### config.mk
export PLATFORM = sky130hd
export DESIGN_NAME = bfmd_ram
export DESIGN_NICKNAME = d
export VERILOG_FILES = /design/src/rtl/bfmd_ram.sv
export SDC_FILE = /design/constraint.sdc
export NUM_CORES = 1
export LEC_CHECK = 0
export BUFFER_PORTS_ARGS = -buffer_cell sky130_fd_sc_hd__buf_2
export CAP_MARGIN = 20
export CORE_MARGIN = 4
export CORE_UTILIZATION = 58
export CTS_CLUSTER_SIZE = 10
export DETAILED_ROUTE_END_ITERATION = 6
export PLACE_DENSITY = 0.76
export RECOVER_POWER = 100
export SLEW_MARGIN = 20
export SYNTH_ARGS = -nofsm -noshare
export SYNTH_HDL_FRONTEND = slang
export SYNTH_SLANG_ARGS = --single-unit
### constraint.sdc
create_clock -name clk -period 3.2 [get_ports clk]
set_input_delay 0 -clock clk [delete_from_list [all_inputs] [get_ports clk]]
set_output_delay 0 -clock clk [all_outputs]
set_load 0.03 [all_outputs]
### src/rtl/bfmd_ram.sv
`timescale 1ns / 1ps
`default_nettype none

module bfmd_ram #(
  parameter int WIDTH = 8,
  parameter int DEPTH = 16,
  localparam int AW = (DEPTH > 1) ? $clog2(DEPTH) : 1
) (
  input  wire logic             clk,
  input  wire logic             we,
  input  wire logic [AW-1:0]    waddr,
  input  wire logic [WIDTH-1:0] wdata,
  input  wire logic [AW-1:0]    raddr,
  output logic      [WIDTH-1:0] rdata
);

  logic [WIDTH-1:0] mem [DEPTH];

  // read during write to the same entry returns the old data
  always_ff @(posedge clk) begin
    if (we) begin
      mem[waddr] <= wdata;
    end
    rdata <= mem[raddr];
  end

endmodule

`default_nettype wire

==> results of run 1 <==
## logic make-up after synthesis
family	count (synthesis)	share of synthesized area (%)
multiplexers	32	15.0
buffers and inverters	10	1.68
flip-flops	136	77.8
AO/OA/AOI/OAI	16	2.33
AND/OR/NAND/NOR	35	3.18
## Yosys cell counts, drive strengths merged
library cell     n
nand3b           2
nor2            13
and2             1
nor2b            1
and2b            1
a22oi           16
nor3             4
dfxtp            8
mux4            32
nand2b           2
nand3            1
edfxtp         128
clkdlybuf4s25    3
buf              7
nand2            9
or3b             1
## cell type report
| class | count | share of cell area, % |
|---|---|---|
| clock buffer | 24 | 7.85 |
| clock inverter | 8 | 2.03 |
| multi-input combinational | 83 | 17.6 |
| sequential | 136 | 66.8 |
| tap | 108 | 2.26 |
| timing repair buffer | 38 | 3.40 |
## per-stage QoR
stage	instance area (sq um)	hold WS [ns]	instances	util, %	worst slack, ns
2_1_floorplan	5150	0.0989	229	-	1.71
3_3_place_gp	5360	0.388	357	61.8	1.48
3_5_place_dp	5360	0.394	357	61.8	1.44
4_1_cts	6030	0.0216	397	69.5	1.79
5_1_grt	5990	0.140	397	69.0	1.77
6_report	5990	0.0835	397	69.0	1.80
## how the worst max path moves through the flow
stage / startpoint / endpoint / slack (ns) / cells past startpoint
2_1_floorplan: waddr[2] / mem[0][0] / 1.71 / 2
3_3_place_gp: raddr[0] / rdata[3] / 1.48 / 5
6_report: mem[1][2] / rdata[2] / 1.80 / 3
3_5_place_dp: raddr[0] / rdata[2] / 1.44 / 5
4_1_cts: mem[1][2] / rdata[2] / 1.79 / 3
5_1_grt: mem[1][2] / rdata[2] / 1.77 / 3
## where the power goes
group / switching [uW] / internal, uW
logic: 122 / 72.8
registers: 10.6 / 1990
clock network: 672 / 1250
## flip-flops by register name, indices dropped and copies added, names as in the netlist
register  cells
rdata         8
mem         128
## tightest hold or removal path, delay by kind of cell
| kind | cells | cell delay (ns) |
|---|---|---|
| AND/OR/NAND/NOR | 2 | 0.22 |
| AO/OA/AOI/OAI | 1 | 0.20 |
| buffers and inverters | 1 | 0.13 |
## repair_timing
item / CTS / global route
hold buffers: 8 / 0
resized for setup: 0 / 0
endpoints found under the hold margin: 128 / 0
## metal layers
layer  wire [um]  global-route usage [%]  part of all wire [%]
met5           0                       0                     0
met4          91                    6.96                  0.96
met3         696                    5.46                   7.3
met2        4760                    31.8                    50
met1        3920                    28.2                    41
==> reports/metrics.cfg, run 1 <==
[cells_and_area]
multi_input_area_sq_um = 1060
drive_gt1_share_pct = 18.7
fillers = 552
final_nets = 294
antenna_cells = 0
final_common_cell = edfxtp_1
area_growth_pct = 16.4
register_area_sq_um = 4000
final_cell_mix = 128 x edfxtp_1, 27 x clkbuf_1, 18 x mux4_2

[worst_setup_path]
reg2reg_depth = 3
cp.required_ns = 3.60
path_delay_family = multiplexers
criticalPathCategory = reg -> reg
cp_max_fo = 1
slowest_stage = mux4_1
r2r_end = rdata[2]
cp_cell_sequence = mux4_1, a22oi_1, nand2_1
critPathMaxStageDelay_ns = 0.51
arrival_ns = 1.80
endpoint_kind = register
worstSetupStartpointType = register
path_buf_inv = 0
rrSetupSlack_ns = 1.80
r2r_start = mem[1][2]

[sta]
finalMaxSlewViolations = 0
fin_crit_ns = 1.40
slew_headroom_pct = 37.9
fin_skew_ns = 0.00699
grt_setup_unrepaired = no
tightest_slew_ns = 0.928
finalSetupViolations = 0
tns_ns = 0
final_min_period_over_clock_period_pct = 43.7
max_freq_mhz = 716
hold_viol_final = 0

[clocking]
cts_tree = done
cts_buffers = 17
cts-root-buf = clkbuf_8
cts_buffer_depth = 2
clk_latency_ns = 0.51
numClockSinks = 136
htreeDepth = 4
path_clk_slew_ns = 0.06
postCtsSetupBuffers = 0

[min_path]
min_to = rdata[2]
hold_path.startpoint = raddr[2]
hold_path_depth = 4
hp-class = in -> reg

[drt]
viasPerCell = 6.04
route.vias.total = 2399
wl_um = 9470
drt_iter0_markers = 204
dr.pass1.iters = 4
drc = 0
ant_nets = 0
post_drt_wl_per_cell_um = 23.9

[flow_run]
max-cap-violations = 0

[placement]
place_congestion = 0.774
place_hpwl_um = 5660
place.port_buffers = 25

[floorplan]
core-area_sq_um = 8680
start_util_pct = 59.3
rows = 34
die_x_um = 102
die_h_um = 102
dieArea_sq_um = 10400
num_io_pins = 26

[outcome]
outcome = completed

[logic_synthesis]
synthTopCellsByArea = edfxtp_1 75%, mux4_2 7.9%, mux4_1 7.1%
syn_avg_cell_area_sq_um = 22.5
yosys_warnings = 0
seq_area_frac_synth_pct = 77.8
syn_inst = 229
synth-seq-cells = 136
synth_top_area_cell = edfxtp_1
synth_top_cell_area_share_pct = 74.7
syn_area_sq_um = 5150
synth_nets = 247
synth_cell_types = 19

[pwr]
peakVddDrop_mv = 0.457
power_uw = 4120
total_leakage_power_uw = 0.00197
power_density_nw_per_um2 = 687

[global_routing]
grt_antenna_before_repair = 0
first_global_vias = 2482
overflow = 0
grt_first_pass_wirelength_um = 14400
grt_util_all_layers_pct = 20.3
grt_start_max_net_pins = 33

Power figures use the tool's default switching activity.
==> run 2, diff against run 1 <==
--- a/config.mk
+++ b/config.mk
@@ -5,13 +5,14 @@
 export SDC_FILE = /design/constraint.sdc
 export NUM_CORES = 1
 export LEC_CHECK = 0
+export ABC_AREA = 1
 export BUFFER_PORTS_ARGS = -buffer_cell sky130_fd_sc_hd__buf_2
 export CAP_MARGIN = 20
 export CORE_MARGIN = 4
-export CORE_UTILIZATION = 58
+export CORE_UTILIZATION = 55
 export CTS_CLUSTER_SIZE = 10
 export DETAILED_ROUTE_END_ITERATION = 6
-export PLACE_DENSITY = 0.76
+export PLACE_DENSITY = 0.75
 export RECOVER_POWER = 100
 export SLEW_MARGIN = 20
 export SYNTH_ARGS = -nofsm -noshare
==> constraint.sdc (replaced) <==
create_clock -name clk -period 1.2 [get_ports clk]
set_input_delay 0 -clock clk [delete_from_list [all_inputs] [get_ports clk]]
set_output_delay 0 -clock clk [all_outputs]
set_load 0.03 [all_outputs]
==> run 2 against run 1 <==
Against the previous run:
- sequential power rose to 2.7 times the previous value
- clock skew down 0.0021 ns
- synthesized cell count up 140%
- critical endpoint is now rdata[3]
==> reports/metrics.cfg, run 2 <==
[global_routing]
grt_start_max_net_pins = 65  ; +97%
grt_antenna_before_repair = 0  ; unchanged
use_met2_pct = 38.7  ; +7.0 points
grt_util_all_layers_pct = 23.2  ; +2.9 points
first_global_vias = 3759  ; +51%
grt_first_pass_wirelength_um = 20300  ; +41%
busiest_layer = met2
overflow = 0  ; unchanged
met1_usage_pct = 30.9  ; +2.6 points
grt_util_met3_pct = 4.37  ; -1.1 points

[drt]
drt_iter0_markers = 275  ; +35%
drc = 0  ; unchanged
post_drt_wl_per_cell_um = 17.4  ; -27%
wl_um = 13100  ; +38%
ant_nets = 0  ; unchanged
viasPerCell = 5.29  ; -12%
route.vias.total = 3983  ; +66%
dr.pass1.iters = 5  ; +1

[worst_setup_path]
cp.required_ns = 1.20  ; -2.40 ns
cp_max_fo = 1  ; unchanged
path_delay_family = flip-flops
worstSetupStartpointType = register
r2r_start = mem[3][1]
path_buf_inv = 1  ; +1
endpoint_kind = primary output
cp.depth = 1  ; -2
slowest_stage = dfxtp_1
criticalPathCategory = reg -> out
r2r_end = rdata[1]
critPathMaxStageDelay_ns = 0.39  ; -0.12 ns
setup.worst_path.end = rdata[3]
arrival_ns = 1.13  ; -0.67 ns
crit_start = rdata[3]
rrSetupSlack_ns = 0.17  ; -1.63 ns
reg2reg_depth = 6  ; +3
cp_cell_sequence = clkbuf_2

[pwr]
power_density_nw_per_um2 = 1610  ; +140%
power_frac_clock_pct = 43.6  ; -3.0 points
comb_power_share_pct = 6.9  ; +2.2 points
total_leakage_power_uw = 0.00285  ; +45%
power_switching_uw = 2530  ; +210%
p_int_uw = 8280  ; +150%
power_frac_seq_pct = 49.5  ; +0.8 points
p_sw_share_pct = 23.4  ; +3.9 points
peakVddDrop_mv = 0.981  ; +110%

[logic_synthesis]
yosys_warnings = 0  ; unchanged
ys.flop_type = edfxtp_1
synth-edff-count = 128  ; unchanged
syn_avg_cell_area_sq_um = 10.5  ; -53%
syn_area_sq_um = 5770  ; +12%
synth-seq-cells = 136  ; unchanged
async_reset_ff_share_pct = 0  ; unchanged
synthMostInstantiatedCell = nand2_1
synth_nets = 569  ; +130%
synth_common_cells = 173 x nand2_1, 128 x edfxtp_1, 100 x inv_1
synthTopCellsByArea = edfxtp_1 67%, nand2_1 11%, nand3_1 8.4%
synth_cell_types = 12  ; -7
seq_area_frac_synth_pct = 69.4  ; -8.4 points
synth_top_area_cell = edfxtp_1
syn_inst = 551  ; +140%
synth_top_cell_area_share_pct = 66.7  ; -8.0 points

[floorplan]
rows = 37  ; +8.8%
start_util_pct = 56.1  ; -3.2 points
dieArea_sq_um = 12200  ; +17%
die_x_um = 110  ; +8.0%
num_io_pins = 26  ; unchanged
die_h_um = 110  ; +8.0%
core-area_sq_um = 10300  ; +18%

[cells_and_area]
drive_gt1_share_pct = 8.75  ; -9.9 points
final_common_cell = nand2_1
largest_register = mem
final_nets = 622  ; +110%
instances_no_fill = 753  ; +90%
post-route-util_pct = 65.2  ; -3.9 points
fillers = 804  ; +46%
final_cell_mix = 173 x nand2_1, 128 x edfxtp_1, 100 x inv_1
area_growth_pct = 16.1
top_regs = mem x128, rdata x8
largest_reg_flops = 128  ; unchanged
antenna_cells = 0  ; unchanged

[flow_run]
max-cap-violations = 0  ; unchanged

[sta]
grt_setup_unrepaired = no
max_freq_mhz = 884
tns_ns = 0  ; unchanged
hold_slack_ns = 0.0591  ; -0.0244 ns
final_min_period_over_clock_period_pct = 94.3
fin_crit_ns = 1.13
finalSetupViolations = 0  ; unchanged
slew_headroom_pct = 39.4  ; +1.5 points
fin_skew_ns = 0.00485  ; -0.00214 ns
hold_viol_final = 0  ; unchanged
tightest_slew_ns = 0.908  ; -0.0198 ns
finalMaxSlewViolations = 0  ; unchanged

[clocking]
numClockSinks = 136  ; unchanged
cts-root-buf = clkbuf_8
cts_buffer_depth = 2  ; unchanged
path_clk_slew_ns = 0.06  ; about the same
htreeDepth = 4  ; unchanged
clk_latency_ns = 0.51  ; about the same
cts_tree = done
cts_buffers = 17  ; unchanged

[min_path]
hp-class = in -> reg

[placement]
place_hpwl_um = 7920  ; +40%
place.port_buffers = 25  ; unchanged
place_congestion = 0.829  ; +7.0%
dp.cells = 712  ; +99%

[outcome]
outcome = completed

[run 2: cell types whose count changed after synthesis, sizes merged, moves of 16 or more]
cell / before / now
buf: 7 / 24
a22oi: 16 / 0
nand3: 1 / 97
mux4: 32 / 0
nand2: 9 / 173
inv: 0 / 102
[run 2: stage by stage]
stage               power, uW  setup WS, ns  area (sq um)
floorplan                5870         0.249          5770
global placement         6140         0.153          6140
detailed placement       6170         0.133          6140
CTS                     10900        0.0606          6770
global route            11200        0.0478          6700
finish                  10800        0.0687          6700
[run 2: power groups by stage]
stage                     sequential (uW)  combinational [uW]  clock (uW)
after global placement               5440                 703           0
after floorplan                      5500                 375           0
after CTS                            5350                 756        4780
after detailed placement             5450                 725           0
after global routing                 5360                 814        5020
final                                5350                 743        4720
[run 2: area by class of cell]
class | count | area (sq um) | area share [%]
flip-flops and latches | 136 | 4000 | 59.8
multi-input cells | 289 | 1210 | 18.1
clock buffers | 18 | 418 | 6.24
repair buffers | 58 | 383 | 5.72
inverters | 102 | 383 | 5.72
well taps | 136 | 170 | 2.54
clock inverters | 14 | 125 | 1.87
[run 2: cell families after synthesis]
group / Yosys count / share of synthesized area, %
buffers and inverters: 126 / 9.52
flip-flops: 136 / 69.4
AND/OR/NAND/NOR: 289 / 21.0
[run 2: worst min path at each step]
stage | endpoint | start | slack (ns) | depth (start not counted)
4_1_cts | rdata[4] | raddr[2] | 0.04 | 5
6_report | rdata[5] | raddr[2] | 0.06 | 5
3_3_place_gp | mem[2][5] | wdata[5] | 0.42 | 1
3_5_place_dp | rdata[1] | rdata[1] | 0.43 | 1
5_1_grt | rdata[5] | raddr[2] | 0.06 | 5
2_1_floorplan | mem[0][0] | wdata[0] | 0.1 | 0
[run 2: timing repair]
action / CTS / global route
hold endpoints to repair: 136 / 0
hold buffers: 9 / 0
gates resized for setup: 0 / 0
setup buffers: 0 / 0
[run 2: layer usage]
metal  vias up  wire length (um)
li1       1881                 -
met1      1907              5360
met2       174              6650
met3        21               897
met4         0               207
met5         -                 0
[run 2: worst register-to-register path, cell delays in order, from the launching register on]
cell      delay, ns
edfxtp_1       0.37
nand2_1        0.08
nand2_1        0.05
nand2_1        0.08
nand3_1        0.15
nand3_1        0.12
nand2_1        0.07
==> run 3, diff against run 2 <==
--- a/config.mk
+++ b/config.mk
@@ -6,7 +6,7 @@
 export NUM_CORES = 1
 export LEC_CHECK = 0
 export ABC_AREA = 1
-export BUFFER_PORTS_ARGS = -buffer_cell sky130_fd_sc_hd__buf_2
+export BUFFER_PORTS_ARGS = -buffer_cell sky130_fd_sc_hd__clkbuf_2
 export CAP_MARGIN = 20
 export CORE_MARGIN = 4
 export CORE_UTILIZATION = 55
==> constraint.sdc (replaced) <==
create_clock -name clk -period 1 [get_ports clk]
set_input_delay 0 -clock clk [delete_from_list [all_inputs] [get_ports clk]]
set_output_delay 0 -clock clk [all_outputs]
set_load 0.03 [all_outputs]
==> run 3 against run 2 <==
Against the previous run:
- the flow now finishes with violations (setup timing)
- critical path depth did not move
- utilization is 2.3 points higher
- non-clock buffer count down 1
- final cell count is 0.13% lower
- cell area up 3.6%
- first-iteration DRC count up 9.5%
- clock skew grew 0.0031 ns
- sequential power rose by 21%
- combinational power grew 34%
- power increased by 24%
==> reports/metrics.cfg, run 3 (synthesized netlist as in run 2, its figures left out) <==
[clocking]
cts_buffers = 17  ; unchanged
postCtsSetupBuffers = 0  ; unchanged
cts_tree = done
path_clk_slew_ns = 0.06  ; about the same
numClockSinks = 136  ; unchanged
htreeDepth = 4  ; unchanged
cts_buffer_depth = 2  ; unchanged
clk_latency_ns = 0.52  ; about the same
cts-root-buf = clkbuf_8

[global_routing]
use_met2_pct = 37.7  ; -1.1 points
met1_usage_pct = 30.7  ; -0.19 points
busiest_layer = met2
grt_util_all_layers_pct = 23.3  ; +0.024 points
grt_start_max_net_pins = 65  ; unchanged
grt_first_pass_wirelength_um = 19900  ; -1.8%
grt_util_met3_pct = 4.19  ; -0.17 points
first_global_vias = 3750  ; -0.24%
overflow = 0  ; unchanged
grt_antenna_before_repair = 0  ; unchanged

[pwr]
p_sw_share_pct = 23.1  ; -0.32 points
power_uw = 13400  ; +24%
total_leakage_power_uw = 0.00296  ; +3.8%
power_frac_clock_pct = 44.4  ; +0.8 points
peakVddDrop_mv = 1.81  ; +84%
p_int_uw = 10300  ; +24%
comb_power_share_pct = 7.4  ; +0.5 points
power_density_nw_per_um2 = 1930  ; +20%
power_switching_uw = 3090  ; +22%
power_frac_seq_pct = 48.1  ; -1.4 points

[worst_setup_path]
endpoint_kind = primary output
criticalPathCategory = reg -> out
arrival_ns = 1.01  ; -0.12 ns
slowest_stage = dfxtp_4
cp_max_fo = 1  ; unchanged
path_delay_family = flip-flops
critPathMaxStageDelay_ns = 0.37  ; -0.02 ns
cp.required_ns = 1.00  ; -0.20 ns
worstSetupStartpointType = register
cp_cell_sequence = buf_8
path_buf_inv = 1  ; unchanged

[sta]
tightest_slew_ns = 0.969  ; +0.0611 ns
grt_setup_unrepaired = yes
finalMaxSlewViolations = 0  ; unchanged
finalSetupViolations = 3  ; +3
slew_headroom_pct = 35.4  ; -4.1 points
fin_skew_ns = 0.00793  ; +0.00308 ns
max_freq_mhz = 988
final_min_period_over_clock_period_pct = 101
fin_crit_ns = 1.01
hold_slack_ns = 0.0287  ; -0.0305 ns
hold_viol_final = 0  ; unchanged
fin_ws_ns = -0.0124  ; -0.0811 ns

[drt]
viasPerCell = 5.20  ; -1.7%
route.vias.total = 3910  ; -1.8%
dr.pass1.iters = 5  ; unchanged
post_drt_wl_per_cell_um = 17.4  ; -0.24%
drc = 0  ; unchanged
wl_um = 13100  ; -0.37%
drt_iter0_markers = 301  ; +9.5%
ant_nets = 0  ; unchanged

[outcome]
outcome = finished, violations left
violations = setup timing

[cells_and_area]
top_regs = mem x128, rdata x8
drive_gt1_share_pct = 15.7  ; +7.0 points
final_common_cell = nand2_1
area_growth_pct = 20.3
largest_reg_flops = 128  ; unchanged
final_nets = 621  ; -0.16%
largest_register = mem
antenna_cells = 0  ; unchanged
fillers = 792  ; -1.5%
instances_no_fill = 752  ; -0.13%
final_cell_mix = 170 x nand2_1, 128 x edfxtp_1, 100 x inv_1

[floorplan]
start_util_pct = 56.1  ; unchanged
num_io_pins = 26  ; unchanged
rows = 37  ; unchanged
die_h_um = 110  ; unchanged
die_x_um = 110  ; unchanged
core-area_sq_um = 10300  ; unchanged
dieArea_sq_um = 12200  ; unchanged

[placement]
place_congestion = 0.841  ; +1.4%
place.port_buffers = 25  ; unchanged
place_hpwl_um = 8140  ; +2.8%
dpl_worst_slack_ns = -0.0807  ; -0.213 ns
dp.cells = 714  ; +0.28%

[flow_run]
max-cap-violations = 0  ; unchanged

[min_path]
hp-class = in -> reg

## run 3: cell count changes in the layout (fill, tap and decap cells not counted), moves of 5 or more
cell	delta
nand3_1	-26
dfxtp_1	-8
buf_2	-5
buf_8	+8
nand3_2	+26
dfxtp_2	+6
clkbuf_1	-5
## run 3: final timing paths
path              startpoint       end  slack, ns  cells after the start
setup / recovery    rdata[3]  rdata[3]      -0.01                      1
hold / removal      raddr[2]  rdata[6]       0.03                      6
setup reg to reg  mem[13][2]  rdata[2]       0.03                      6
hold reg to reg   mem[12][5]  rdata[5]       0.67                      6
## run 3: routing by layer
metal / wire length [um] / share of wire, %
met5: 0 / 0
met4: 344 / 2.6
met3: 786 / 6.0
met2: 6580 / 50
met1: 5350 / 41
## run 3: timing repair
action,CTS,global route
endpoints found under the setup margin,12,16
gates resized for setup,27,37
pin swaps,1,10
hold endpoints to repair,88,0
hold buffers,6,0
## run 3: cell type report
class                   count  area, sq um  area share [%]
multi-input cells         289         1350            19.5
clock inverters            13          148            2.13
clock buffers              19          422            6.08
repair buffers             57          443            6.39
inverters                 102          383            5.52
flip-flops and latches    136         4020            57.9
well taps                 136          170            2.45
## run 3: through the flow
stage          util, %  instance area [sq um]  TNS, ns
2_1_floorplan        -                   5770        0
3_3_place_gp      59.8                   6140   -0.358
3_5_place_dp      59.8                   6140   -0.607
4_1_cts           66.8                   6870   -0.258
5_1_grt           67.5                   6940   -0.252
6_report          67.5                   6940  -0.0289
## run 3: power groups by stage
stage,Combinational (uW),Sequential [uW],Clock (uW)
finish,995,6450,5950
CTS,949,6440,5990
global route,1090,6460,6250
global placement,841,6540,0
detailed placement,863,6550,0
floorplan,450,6600,0
